## config.mk

```make
export PLATFORM = sky130hd
export DESIGN_NAME = matrix_product_engine_flat
export DESIGN_NICKNAME = d
export VERILOG_FILES = /design/src/sv/mpe_pkg.sv /design/src/sv/mpe_if.sv /design/src/sv/mpe_ram.sv /design/src/sv/mpe_cell.sv /design/src/sv/matrix_product_engine.sv /design/src/flat_wrapper.sv
export SDC_FILE = /design/constraint.sdc
export NUM_CORES = 2
export LEC_CHECK = 0
export BUFFER_PORTS_ARGS = -buffer_cell sky130_fd_sc_hd__buf_4
export CORE_UTILIZATION = 55
export CTS_CLUSTER_SIZE = 8
export DETAILED_ROUTE_END_ITERATION = 12
export PLACE_DENSITY = 0.71
export SYNTH_ARGS = -nofsm -noshare
export SYNTH_HDL_FRONTEND = slang
export SYNTH_HIERARCHICAL = 1
export SYNTH_SLANG_ARGS = --single-unit
```

## constraint.sdc

```tcl
create_clock -name clock -period 7.9 [get_ports clock]
set_clock_uncertainty 0.05 [all_clocks]
set_input_delay 0.79 -clock clock [delete_from_list [all_inputs] [get_ports clock]]
set_output_delay 0.79 -clock clock [all_outputs]
set_load 0.05 [all_outputs]
```

## src/sv/mpe_pkg.sv

```systemverilog
package mpe_pkg;

   localparam int MAX_DIM_DEFAULT    = 8;
   localparam int ELEM_WIDTH_DEFAULT = 16;

   localparam int MODE_W     = 2;
   localparam int IDX_W      = 3;
   localparam int VALUE_W    = 16;
   localparam int SUM_W      = 35;
   localparam int CSR_IDX_W  = 2;
   localparam int CSR_DATA_W = 4;

   localparam logic [MODE_W-1:0] MODE_WRITE_A = 2'd0;
   localparam logic [MODE_W-1:0] MODE_WRITE_B = 2'd1;
   localparam logic [MODE_W-1:0] MODE_COMPUTE = 2'd2;

   localparam logic [CSR_IDX_W-1:0] CSR_ROWS_A    = 2'd0;
   localparam logic [CSR_IDX_W-1:0] CSR_INNER_DIM = 2'd1;
   localparam logic [CSR_IDX_W-1:0] CSR_COLS_B    = 2'd2;

   localparam logic [CSR_DATA_W-1:0] DIM_RESET = 4'd8;

   localparam int FIFO_DEPTH = 4;
   localparam int FIFO_PTR_W = $clog2(FIFO_DEPTH);
   localparam int FIFO_CNT_W = $clog2(FIFO_DEPTH + 1);

   typedef struct packed {
      logic             valid;
      logic [IDX_W-1:0] row;
      logic [IDX_W-1:0] col;
      logic             last;
   } token_type;

endpackage

```

## src/sv/mpe_if.sv

```systemverilog
interface mpe_req_if;
   logic                                valid;
   logic                                ready;
   logic [mpe_pkg::MODE_W-1:0]          mode;
   logic [mpe_pkg::IDX_W-1:0]           row;
   logic [mpe_pkg::IDX_W-1:0]           col;
   logic signed [mpe_pkg::VALUE_W-1:0]  value;

   modport source (output valid, output mode, output row, output col, output value,
                   input ready);
   modport sink (input valid, input mode, input row, input col, input value,
                 output ready);
endinterface

interface mpe_rsp_if;
   logic                              valid;
   logic                              ready;
   logic [mpe_pkg::IDX_W-1:0]         out_row;
   logic [mpe_pkg::IDX_W-1:0]         out_col;
   logic signed [mpe_pkg::SUM_W-1:0]  sum;
   logic                              last;

   modport source (output valid, output out_row, output out_col, output sum, output last,
                   input ready);
   modport sink (input valid, input out_row, input out_col, input sum, input last,
                 output ready);
endinterface

interface mpe_csr_if;
   logic                              valid;
   logic                              ready;
   logic [mpe_pkg::CSR_IDX_W-1:0]     index;
   logic [mpe_pkg::CSR_DATA_W-1:0]    data;

   modport source (output valid, output index, output data, input ready);
   modport sink (input valid, input index, input data, output ready);
endinterface

```

## src/sv/mpe_ram.sv

```systemverilog
module mpe_ram #(
   parameter int WIDTH = 16,
   parameter int DEPTH = 64
) (
   input  logic                     clock,
   input  logic                     wr_en,
   input  logic [$clog2(DEPTH)-1:0] wr_addr,
   input  logic [WIDTH-1:0]         wr_data,
   input  logic                     rd_en,
   input  logic [$clog2(DEPTH)-1:0] rd_addr,
   output logic [WIDTH-1:0]         rd_data
);

   logic [WIDTH-1:0] mem_ff [DEPTH];
   logic [WIDTH-1:0] rd_data_ff;

   always_ff @(posedge clock) begin
      if (wr_en) begin
         mem_ff[wr_addr] <= wr_data;
      end
      if (rd_en) begin
         rd_data_ff <= mem_ff[rd_addr];
      end
   end

   assign rd_data = rd_data_ff;

endmodule

```

## src/sv/mpe_cell.sv

```systemverilog
module mpe_cell (
   input  logic                         clock,
   input  logic                         reset,
   input  mpe_pkg::token_type           tok_in,
   input  logic [mpe_pkg::SUM_W-1:0]    sum_in,
   input  logic [mpe_pkg::SUM_W-1:0]    prod,
   output mpe_pkg::token_type           tok_out,
   output logic [mpe_pkg::SUM_W-1:0]    sum_out
);

   mpe_pkg::token_type             tok_ff;
   logic [mpe_pkg::SUM_W-1:0]      sum_ff;

   // the partial sum meets the product of its own inner index here
   always_ff @(posedge clock) begin
      if (reset) begin
         tok_ff.valid <= 1'b0;
      end else begin
         tok_ff <= tok_in;
      end
      sum_ff <= sum_in + prod;
   end

   assign tok_out = tok_ff;
   assign sum_out = sum_ff;

endmodule

```

## src/sv/matrix_product_engine.sv

```systemverilog
// element writes: one transfer per cycle while no product is being walked
// product: one multiply-accumulate per cycle through the shared read ports and multiplier,
// while the output fifo has room reserved for the next result to start;
// with inner_dim 1 the four-entry output fifo paces it through that reserved room
// first result passes the operand stage, product stage and cells up to inner_dim into the fifo
// reset: dimension registers to 8, stores read as zero through per-entry valid bits
module matrix_product_engine #(
   parameter int MAX_DIM    = mpe_pkg::MAX_DIM_DEFAULT,
   parameter int ELEM_WIDTH = mpe_pkg::ELEM_WIDTH_DEFAULT
) (
   input  logic       clock,
   input  logic       reset,
   mpe_req_if.sink    req_if,
   mpe_rsp_if.source  rsp_if,
   mpe_csr_if.sink    csr_if
);

   localparam int DEPTH  = MAX_DIM * MAX_DIM;
   localparam int ADDR_W = $clog2(DEPTH);
   localparam int CNT_W  = $clog2(MAX_DIM);

   localparam logic STATE_IDLE = 1'b0;
   localparam logic STATE_RUN  = 1'b1;

   function automatic logic [CNT_W-1:0] last_index(input logic [mpe_pkg::CSR_DATA_W-1:0] r);
      if (r == '0) begin
         return '0;
      end else if (int'(r) > MAX_DIM) begin
         return CNT_W'(MAX_DIM - 1);
      end else begin
         return CNT_W'(int'(r) - 1);
      end
   endfunction

   // configuration
   logic [mpe_pkg::CSR_DATA_W-1:0] rows_a_ff, inner_dim_ff, cols_b_ff;
   logic [CNT_W-1:0]               nr_m1, nk_m1, nc_m1;

   assign csr_if.ready = 1'b1;

   always_ff @(posedge clock) begin
      if (reset) begin
         rows_a_ff    <= mpe_pkg::DIM_RESET;
         inner_dim_ff <= mpe_pkg::DIM_RESET;
         cols_b_ff    <= mpe_pkg::DIM_RESET;
      end else if (csr_if.valid) begin
         case (csr_if.index)
            mpe_pkg::CSR_ROWS_A:    rows_a_ff    <= csr_if.data;
            mpe_pkg::CSR_INNER_DIM: inner_dim_ff <= csr_if.data;
            mpe_pkg::CSR_COLS_B:    cols_b_ff    <= csr_if.data;
            default: ;
         endcase
      end
   end

   assign nr_m1 = last_index(rows_a_ff);
   assign nk_m1 = last_index(inner_dim_ff);
   assign nc_m1 = last_index(cols_b_ff);

   // sequencer
   logic                           state_ff, state_in;
   logic [CNT_W-1:0]               i_ff, i_in, j_ff, j_in, k_ff, k_in;
   logic [mpe_pkg::FIFO_CNT_W-1:0] pending_ff, pending_in;
   logic                           req_xfer, rsp_xfer, issue, start;
   logic                           wr_ok, wr_a, wr_b;
   logic [ADDR_W-1:0]              wr_addr, a_rd_addr, b_rd_addr;
   logic [ELEM_WIDTH-1:0]          wr_data;

   assign req_if.ready = (state_ff == STATE_IDLE);
   assign req_xfer     = req_if.valid && req_if.ready;
   assign rsp_xfer     = rsp_if.valid && rsp_if.ready;

   // a new result may start only when the output fifo has room reserved for it
   assign issue = (state_ff == STATE_RUN)
                  && ((k_ff != '0) || (pending_ff < mpe_pkg::FIFO_CNT_W'(mpe_pkg::FIFO_DEPTH)));
   assign start = issue && (k_ff == '0);

   assign wr_ok   = req_xfer && (int'(req_if.row) < MAX_DIM) && (int'(req_if.col) < MAX_DIM);
   assign wr_a    = wr_ok && (req_if.mode == mpe_pkg::MODE_WRITE_A);
   assign wr_b    = wr_ok && (req_if.mode == mpe_pkg::MODE_WRITE_B);
   assign wr_addr = ADDR_W'(int'(req_if.row) * MAX_DIM + int'(req_if.col));
   assign wr_data = ELEM_WIDTH'(req_if.value);

   assign a_rd_addr = ADDR_W'(int'(i_ff) * MAX_DIM + int'(k_ff));
   assign b_rd_addr = ADDR_W'(int'(k_ff) * MAX_DIM + int'(j_ff));

   always_comb begin
      state_in = state_ff;
      i_in     = i_ff;
      j_in     = j_ff;
      k_in     = k_ff;
      if (state_ff == STATE_IDLE) begin
         if (req_xfer && (req_if.mode == mpe_pkg::MODE_COMPUTE)) begin
            state_in = STATE_RUN;
            i_in     = '0;
            j_in     = '0;
            k_in     = '0;
         end
      end else if (issue) begin
         if (k_ff == nk_m1) begin
            k_in = '0;
            if (j_ff == nc_m1) begin
               j_in = '0;
               if (i_ff == nr_m1) begin
                  state_in = STATE_IDLE;
               end else begin
                  i_in = i_ff + 1'b1;
               end
            end else begin
               j_in = j_ff + 1'b1;
            end
         end else begin
            k_in = k_ff + 1'b1;
         end
      end
   end

   always_comb begin
      pending_in = pending_ff;
      if (start && !rsp_xfer) begin
         pending_in = pending_ff + 1'b1;
      end else if (!start && rsp_xfer) begin
         pending_in = pending_ff - 1'b1;
      end
   end

   always_ff @(posedge clock) begin
      if (reset) begin
         state_ff   <= STATE_IDLE;
         pending_ff <= '0;
      end else begin
         state_ff   <= state_in;
         pending_ff <= pending_in;
      end
      i_ff <= i_in;
      j_ff <= j_in;
      k_ff <= k_in;
   end

   // stores, with valid bits so that unwritten entries read as zero
   logic [DEPTH-1:0]      a_valid_ff, b_valid_ff;
   logic                  a_vld_ff, b_vld_ff;
   logic [ELEM_WIDTH-1:0] a_rd_data, b_rd_data;

   always_ff @(posedge clock) begin
      if (reset) begin
         a_valid_ff <= '0;
         b_valid_ff <= '0;
      end else begin
         if (wr_a) begin
            a_valid_ff[wr_addr] <= 1'b1;
         end
         if (wr_b) begin
            b_valid_ff[wr_addr] <= 1'b1;
         end
      end
      if (issue) begin
         a_vld_ff <= a_valid_ff[a_rd_addr];
         b_vld_ff <= b_valid_ff[b_rd_addr];
      end
   end

   mpe_ram #(.WIDTH(ELEM_WIDTH), .DEPTH(DEPTH)) u_ram_a (
      .clock   (clock),
      .wr_en   (wr_a),
      .wr_addr (wr_addr),
      .wr_data (wr_data),
      .rd_en   (issue),
      .rd_addr (a_rd_addr),
      .rd_data (a_rd_data)
   );

   mpe_ram #(.WIDTH(ELEM_WIDTH), .DEPTH(DEPTH)) u_ram_b (
      .clock   (clock),
      .wr_en   (wr_b),
      .wr_addr (wr_addr),
      .wr_data (wr_data),
      .rd_en   (issue),
      .rd_addr (b_rd_addr),
      .rd_data (b_rd_data)
   );

   // operand stage then product stage
   logic                           s1_start_ff, s2_start_ff;
   logic [mpe_pkg::IDX_W-1:0]      s1_row_ff, s1_col_ff, s2_row_ff, s2_col_ff;
   logic                           s1_last_ff, s2_last_ff;
   logic signed [ELEM_WIDTH-1:0]   a_op, b_op;
   logic signed [2*ELEM_WIDTH-1:0] prod_full;
   logic [mpe_pkg::SUM_W-1:0]      prod_ff;

   always_ff @(posedge clock) begin
      if (reset) begin
         s1_start_ff <= 1'b0;
         s2_start_ff <= 1'b0;
      end else begin
         s1_start_ff <= start;
         s2_start_ff <= s1_start_ff;
      end
      s1_row_ff  <= mpe_pkg::IDX_W'(i_ff);
      s1_col_ff  <= mpe_pkg::IDX_W'(j_ff);
      s1_last_ff <= (i_ff == nr_m1) && (j_ff == nc_m1);
      s2_row_ff  <= s1_row_ff;
      s2_col_ff  <= s1_col_ff;
      s2_last_ff <= s1_last_ff;
      prod_ff    <= mpe_pkg::SUM_W'(prod_full);
   end

   assign a_op      = a_vld_ff ? signed'(a_rd_data) : '0;
   assign b_op      = b_vld_ff ? signed'(b_rd_data) : '0;
   assign prod_full = a_op * b_op;

   // chain of accumulate cells, cell k adds the product of inner index k
   mpe_pkg::token_type        head_tok;
   mpe_pkg::token_type        cell_tok [MAX_DIM];
   logic [mpe_pkg::SUM_W-1:0] cell_sum [MAX_DIM];

   assign head_tok = '{valid: s2_start_ff, row: s2_row_ff, col: s2_col_ff, last: s2_last_ff};

   for (genvar g = 0; g < MAX_DIM; g++) begin : g_cell
      if (g == 0) begin : g_first
         mpe_cell u_cell (
            .clock   (clock),
            .reset   (reset),
            .tok_in  (head_tok),
            .sum_in  ('0),
            .prod    (prod_ff),
            .tok_out (cell_tok[g]),
            .sum_out (cell_sum[g])
         );
      end else begin : g_rest
         mpe_cell u_cell (
            .clock   (clock),
            .reset   (reset),
            .tok_in  (cell_tok[g-1]),
            .sum_in  (cell_sum[g-1]),
            .prod    (prod_ff),
            .tok_out (cell_tok[g]),
            .sum_out (cell_sum[g])
         );
      end
   end

   // output fifo
   mpe_pkg::token_type                 res_tok;
   logic                               push;
   mpe_pkg::token_type                 fifo_tok_ff [mpe_pkg::FIFO_DEPTH];
   logic [mpe_pkg::SUM_W-1:0]          fifo_sum_ff [mpe_pkg::FIFO_DEPTH];
   logic [mpe_pkg::FIFO_PTR_W-1:0]     wr_ptr_ff, rd_ptr_ff;
   logic [mpe_pkg::FIFO_CNT_W-1:0]     fifo_cnt_ff;

   assign res_tok = cell_tok[nk_m1];
   assign push    = res_tok.valid;

   always_ff @(posedge clock) begin
      if (reset) begin
         wr_ptr_ff   <= '0;
         rd_ptr_ff   <= '0;
         fifo_cnt_ff <= '0;
      end else begin
         if (push) begin
            wr_ptr_ff <= wr_ptr_ff + 1'b1;
         end
         if (rsp_xfer) begin
            rd_ptr_ff <= rd_ptr_ff + 1'b1;
         end
         if (push && !rsp_xfer) begin
            fifo_cnt_ff <= fifo_cnt_ff + 1'b1;
         end else if (!push && rsp_xfer) begin
            fifo_cnt_ff <= fifo_cnt_ff - 1'b1;
         end
      end
      if (push) begin
         fifo_tok_ff[wr_ptr_ff] <= res_tok;
         fifo_sum_ff[wr_ptr_ff] <= cell_sum[nk_m1];
      end
   end

   assign rsp_if.valid   = (fifo_cnt_ff != '0);
   assign rsp_if.out_row = fifo_tok_ff[rd_ptr_ff].row;
   assign rsp_if.out_col = fifo_tok_ff[rd_ptr_ff].col;
   assign rsp_if.last    = fifo_tok_ff[rd_ptr_ff].last;
   assign rsp_if.sum     = signed'(fifo_sum_ff[rd_ptr_ff]);

   a_pending_bound: assert property (@(posedge clock) disable iff (reset)
      pending_ff <= mpe_pkg::FIFO_CNT_W'(mpe_pkg::FIFO_DEPTH))
      else $error("more results started than the output fifo can hold");

   a_pending_covers_fifo: assert property (@(posedge clock) disable iff (reset)
      pending_ff >= fifo_cnt_ff)
      else $error("fifo holds a result that was never started");

   a_no_overflow: assert property (@(posedge clock) disable iff (reset)
      push && !rsp_xfer |-> fifo_cnt_ff < mpe_pkg::FIFO_CNT_W'(mpe_pkg::FIFO_DEPTH))
      else $error("output fifo overflow");

   a_busy_after_compute: assert property (@(posedge clock) disable iff (reset)
      req_xfer && (req_if.mode == mpe_pkg::MODE_COMPUTE) |=> !req_if.ready)
      else $error("request taken while a product is walking");

endmodule

```

## src/flat_wrapper.sv

```systemverilog
// flat-port wrapper written by rule: the top's interface ports become plain ports
module matrix_product_engine_flat 
#(
   parameter int MAX_DIM    = mpe_pkg::MAX_DIM_DEFAULT,
   parameter int ELEM_WIDTH = mpe_pkg::ELEM_WIDTH_DEFAULT
)
  (clock, reset, req_if_valid, req_if_mode, req_if_row, req_if_col, req_if_value, req_if_ready, rsp_if_valid, rsp_if_out_row, rsp_if_out_col, rsp_if_sum, rsp_if_last, rsp_if_ready, csr_if_valid, csr_if_index, csr_if_data, csr_if_ready);
  mpe_req_if req_if_i ();
  mpe_rsp_if rsp_if_i ();
  mpe_csr_if csr_if_i ();
  input  logic clock;
  input  logic reset;
  input wire logic [$bits(req_if_i.valid)-1:0] req_if_valid;
  input wire logic [$bits(req_if_i.mode)-1:0] req_if_mode;
  input wire logic [$bits(req_if_i.row)-1:0] req_if_row;
  input wire logic [$bits(req_if_i.col)-1:0] req_if_col;
  input wire logic [$bits(req_if_i.value)-1:0] req_if_value;
  output wire logic [$bits(req_if_i.ready)-1:0] req_if_ready;
  output wire logic [$bits(rsp_if_i.valid)-1:0] rsp_if_valid;
  output wire logic [$bits(rsp_if_i.out_row)-1:0] rsp_if_out_row;
  output wire logic [$bits(rsp_if_i.out_col)-1:0] rsp_if_out_col;
  output wire logic [$bits(rsp_if_i.sum)-1:0] rsp_if_sum;
  output wire logic [$bits(rsp_if_i.last)-1:0] rsp_if_last;
  input wire logic [$bits(rsp_if_i.ready)-1:0] rsp_if_ready;
  input wire logic [$bits(csr_if_i.valid)-1:0] csr_if_valid;
  input wire logic [$bits(csr_if_i.index)-1:0] csr_if_index;
  input wire logic [$bits(csr_if_i.data)-1:0] csr_if_data;
  output wire logic [$bits(csr_if_i.ready)-1:0] csr_if_ready;
  assign req_if_i.valid = req_if_valid;
  assign req_if_i.mode = req_if_mode;
  assign req_if_i.row = req_if_row;
  assign req_if_i.col = req_if_col;
  assign req_if_i.value = req_if_value;
  assign req_if_ready = req_if_i.ready;
  assign rsp_if_valid = rsp_if_i.valid;
  assign rsp_if_out_row = rsp_if_i.out_row;
  assign rsp_if_out_col = rsp_if_i.out_col;
  assign rsp_if_sum = rsp_if_i.sum;
  assign rsp_if_last = rsp_if_i.last;
  assign rsp_if_i.ready = rsp_if_ready;
  assign csr_if_i.valid = csr_if_valid;
  assign csr_if_i.index = csr_if_index;
  assign csr_if_i.data = csr_if_data;
  assign csr_if_ready = csr_if_i.ready;
  matrix_product_engine #(.MAX_DIM(MAX_DIM), .ELEM_WIDTH(ELEM_WIDTH)) u_core (.clock(clock), .reset(reset), .req_if(req_if_i), .rsp_if(rsp_if_i), .csr_if(csr_if_i));
endmodule
```

==> results.yml <==
yosys:
  synth_edf_count: 2315
  synth.most_common_cell: "edfxtp_1"
  ys_top_cells_by_count: "edfxtp_1, nor2_1, mux4_2"
  synthFlopType: "edfxtp_1"
  async_flop_share_pct: 0
  synth_cell_types: 97
  syn_inst: 8558
  ys_seq_elements: 2804
  postSynthAreaPerCell_sq_um: 15.2
  yosysTopAreaCell: "edfxtp_1"
  ys_seq_area_share_pct: 61.1
  syn-cell-area_sq_mm: 0.130
  yosys_warnings: 6
  synth.top_cell.area_share_pct: 53.6
  ys_top_cells_by_area: "edfxtp_1, mux4_2, dfxtp_1"
final_layout:
  layout-drive-gt1-share_pct: 17.2
  area_growth_pct: 11.2
  fillers: 16800
  fin_cells: 12000
  register_area_sq_mm: 0.0793
  nets: 9513
  multi_input_area_sq_mm: 0.0468
drt:
  drc: 0
  dr.pass1.iters: 6
  met3_length_um: 26400
  wire_per_inst_um: 27.4
  met2WireLength_um: 160000
  drt_iter0_drc: 7475
  ant_nets: 0
  viasPerCell: 6.32
  drt_wl_total_um: 330000
  wl_met1_um: 132000
  maxUsedRoutingLayer: "met4"
  vias: 76100
pwr:
  static-leakage-power_nw: 51.0
  peakVddDrop_uv: 233
  power.density_mw_per_mm2: 331
clocking:
  cts_tree: "yes"
  cts-root-buf: "clkbuf_16"
  h-tree-depth: 5
  clkTransAtPathRegs_ns: 0.05
  clk_path_buf_depth: 4
  cts_made_buffers: 401
  clock-sinks: 2804
  clk_latency_ns: 1.01
setup_path:
  crit_path_cell_trace: "and2_1 > nand2_1 > fa_1 > inv_1 > fa_1 > inv_1 > fa_1 > inv_1 > fa_1 > fa_1 > inv_1 > fa_1 > inv_1 > ha_1 > a21oi_1 > inv_1 > a2111oi_0 > o211ai_1 > a41oi_1 > o21ai_0 > xor2_1"
  crit_arrival_ns: 8.09
  crit_start: "u_core/b_vld_ff"
  critPathLaunchType: "flop"
  endpoint_kind: "flop"
  cp.required_ns: 8.57
  path_class: "reg2reg"
  cp_slowest_stage_delay_ns: 0.69
  cp_max_fo: 16
  slowest_stage: "edfxtp_1"
  rr_startpoint: "u_core/b_vld_ff"
min_path:
  worstHoldStart: "csr_if_data[3]"
  min_path_type: "in2reg"
place:
  placed_cells: 11600
  port_buffers: 78
  gp_congestion: 0.973
  dp_hpwl_um: 216000
global_route:
  grt_usage_pct: 27.8
  antenna_found_initial: 10
  grt_max_degree: 98
  grt_overflow: 0
  grt_pass1_vias: 77300
  grt_first_pass_wirelength_um: 490000
flow_run:
  maxCapViolations: 0
sta:
  min_period_ns: 7.41
  fmax_ghz: 0.135
  rsz0062_at_grt: "no"
  min_period_over_period_pct: 93.8
  slew_headroom_pct: 10.3
  hold_viol_final: 0
  worst_pin_slew_ns: 1.34
  slew_violations: 0
  setup_tns_ns: 0
  holdWs_ns: 0.0670
  setup_viol: 0
die:
  num_rows: 177
  die_x_um: 488
  coreArea_sq_mm: 0.233
  ios: 80
  initial_core_util_pct: 55.6
  die-area_sq_mm: 0.238
  die_height_um: 488
outcome:
  outcome: "finished, final reports clean"
area by class of cell:
class	instances	share of cell area, %
multi-input combinational	4944	32.4
clock inverter	12	0.102
timing repair buffer	257	1.42
clock buffer	464	7.19
sequential	2804	55.0
inverter	431	1.12
tap	3132	2.72
antenna	5	0.00868
report_power, final:
group	switching, mW	internal (mW)
clock network	5.79	9.02
registers	0.882	17.2
logic	9.00	5.79
registers in the layout, indices dropped and copies added, names as in the netlist, 4 cells and up, named ones only:
signal                                flops
u_core/a_valid_ff                        64
u_core/b_valid_ff                        64
u_core/cols_b_ff                          4
u_core/fifo_sum_ff                      140
u_core/fifo_tok_ff                       28
u_core/g_cell.g_first.u_cell/sum_out     35
u_core/g_cell.g_first.u_cell/tok_out      8
u_core/g_cell.g_rest.u_cell/sum_out     245
u_core/g_cell.g_rest.u_cell/tok_out      56
u_core/inner_dim_ff                       4
u_core/prod_ff                           32
u_core/rows_a_ff                          4
u_core/u_ram_a/mem_ff                  1024
u_core/u_ram_a/rd_data                   16
u_core/u_ram_b/mem_ff                  1024
u_core/u_ram_b/rd_data                   16
timing repair:
item	CTS	global route
gates resized for setup	0	1
endpoints found under the setup margin	0	1
hold buffers	0	0
buffers inserted	0	0
critical path: cells and delay by family (launching register included):
| kind | cells | cell delay (ns) |
|---|---|---|
| AO/OA/AOI/OAI | 5 | 1.70 |
| XOR/XNOR | 1 | 0.16 |
| adder cells (fa/ha/maj) | 7 | 3.54 |
| buffers and inverters | 6 | 0.34 |
| flip-flops | 1 | 0.69 |
| AND/OR/NAND/NOR | 2 | 0.70 |
worst paths after layout:
path | end | slack (ns) | cells past startpoint
max | u_core/prod_ff[25] | 0.49 | 21
min | u_core/rows_a_ff[3] | 0.07 | 2
max reg2reg | u_core/prod_ff[25] | 0.49 | 21
min reg2reg | u_core/s2_row_ff[1] | 0.23 | 0
metrics by stage:
stage	util (%)	area [sq um]	power, mW	setup WS (ns)
3_3_place_gp	57.3	134000	32.5	0.629
2_1_floorplan	-	130000	28.9	1.02
6_report	61.8	144000	47.7	0.487
3_5_place_dp	57.3	134000	32.8	0.575
5_1_grt	61.8	144000	49.9	0.186
4_1_cts	61.8	144000	47.6	0.475
logic make-up after synthesis:
| kind of cell | Yosys count | synth area share [%] |
|---|---|---|
| adders and majority gates | 642 | 7.76 |
| AOI/OAI and AO/OA | 1324 | 6.90 |
| muxes | 896 | 13.0 |
| xor gates and xnor gates | 297 | 2.01 |
| and+or+nand+nor | 1748 | 6.14 |
| buffers and inverters | 845 | 3.02 |
| DFF | 2804 | 61.1 |
| other | 2 | 0.00579 |
cell usage in the layout, fill, tap and decap left out, types with 172 or more instances in the layout:
master	instances
edfxtp_1	2315
nor2_1	621
mux4_2	605
nand2_1	513
dfxtp_1	487
a21oi_1	486
inv_1	431
clkbuf_16	404
ha_1	367
fa_1	272
buf_4	248
mux2i_1	181
xnor2_1	180
o21ai_0	172
routing by layer:
layer,global-route usage (%),up-vias
li1,-,32900
met1,37.6,39200
met2,45.4,3361
met3,4.77,645
met4,9.84,0
met5,0,-
No activity file was read; power rests on OpenSTA's default activity.
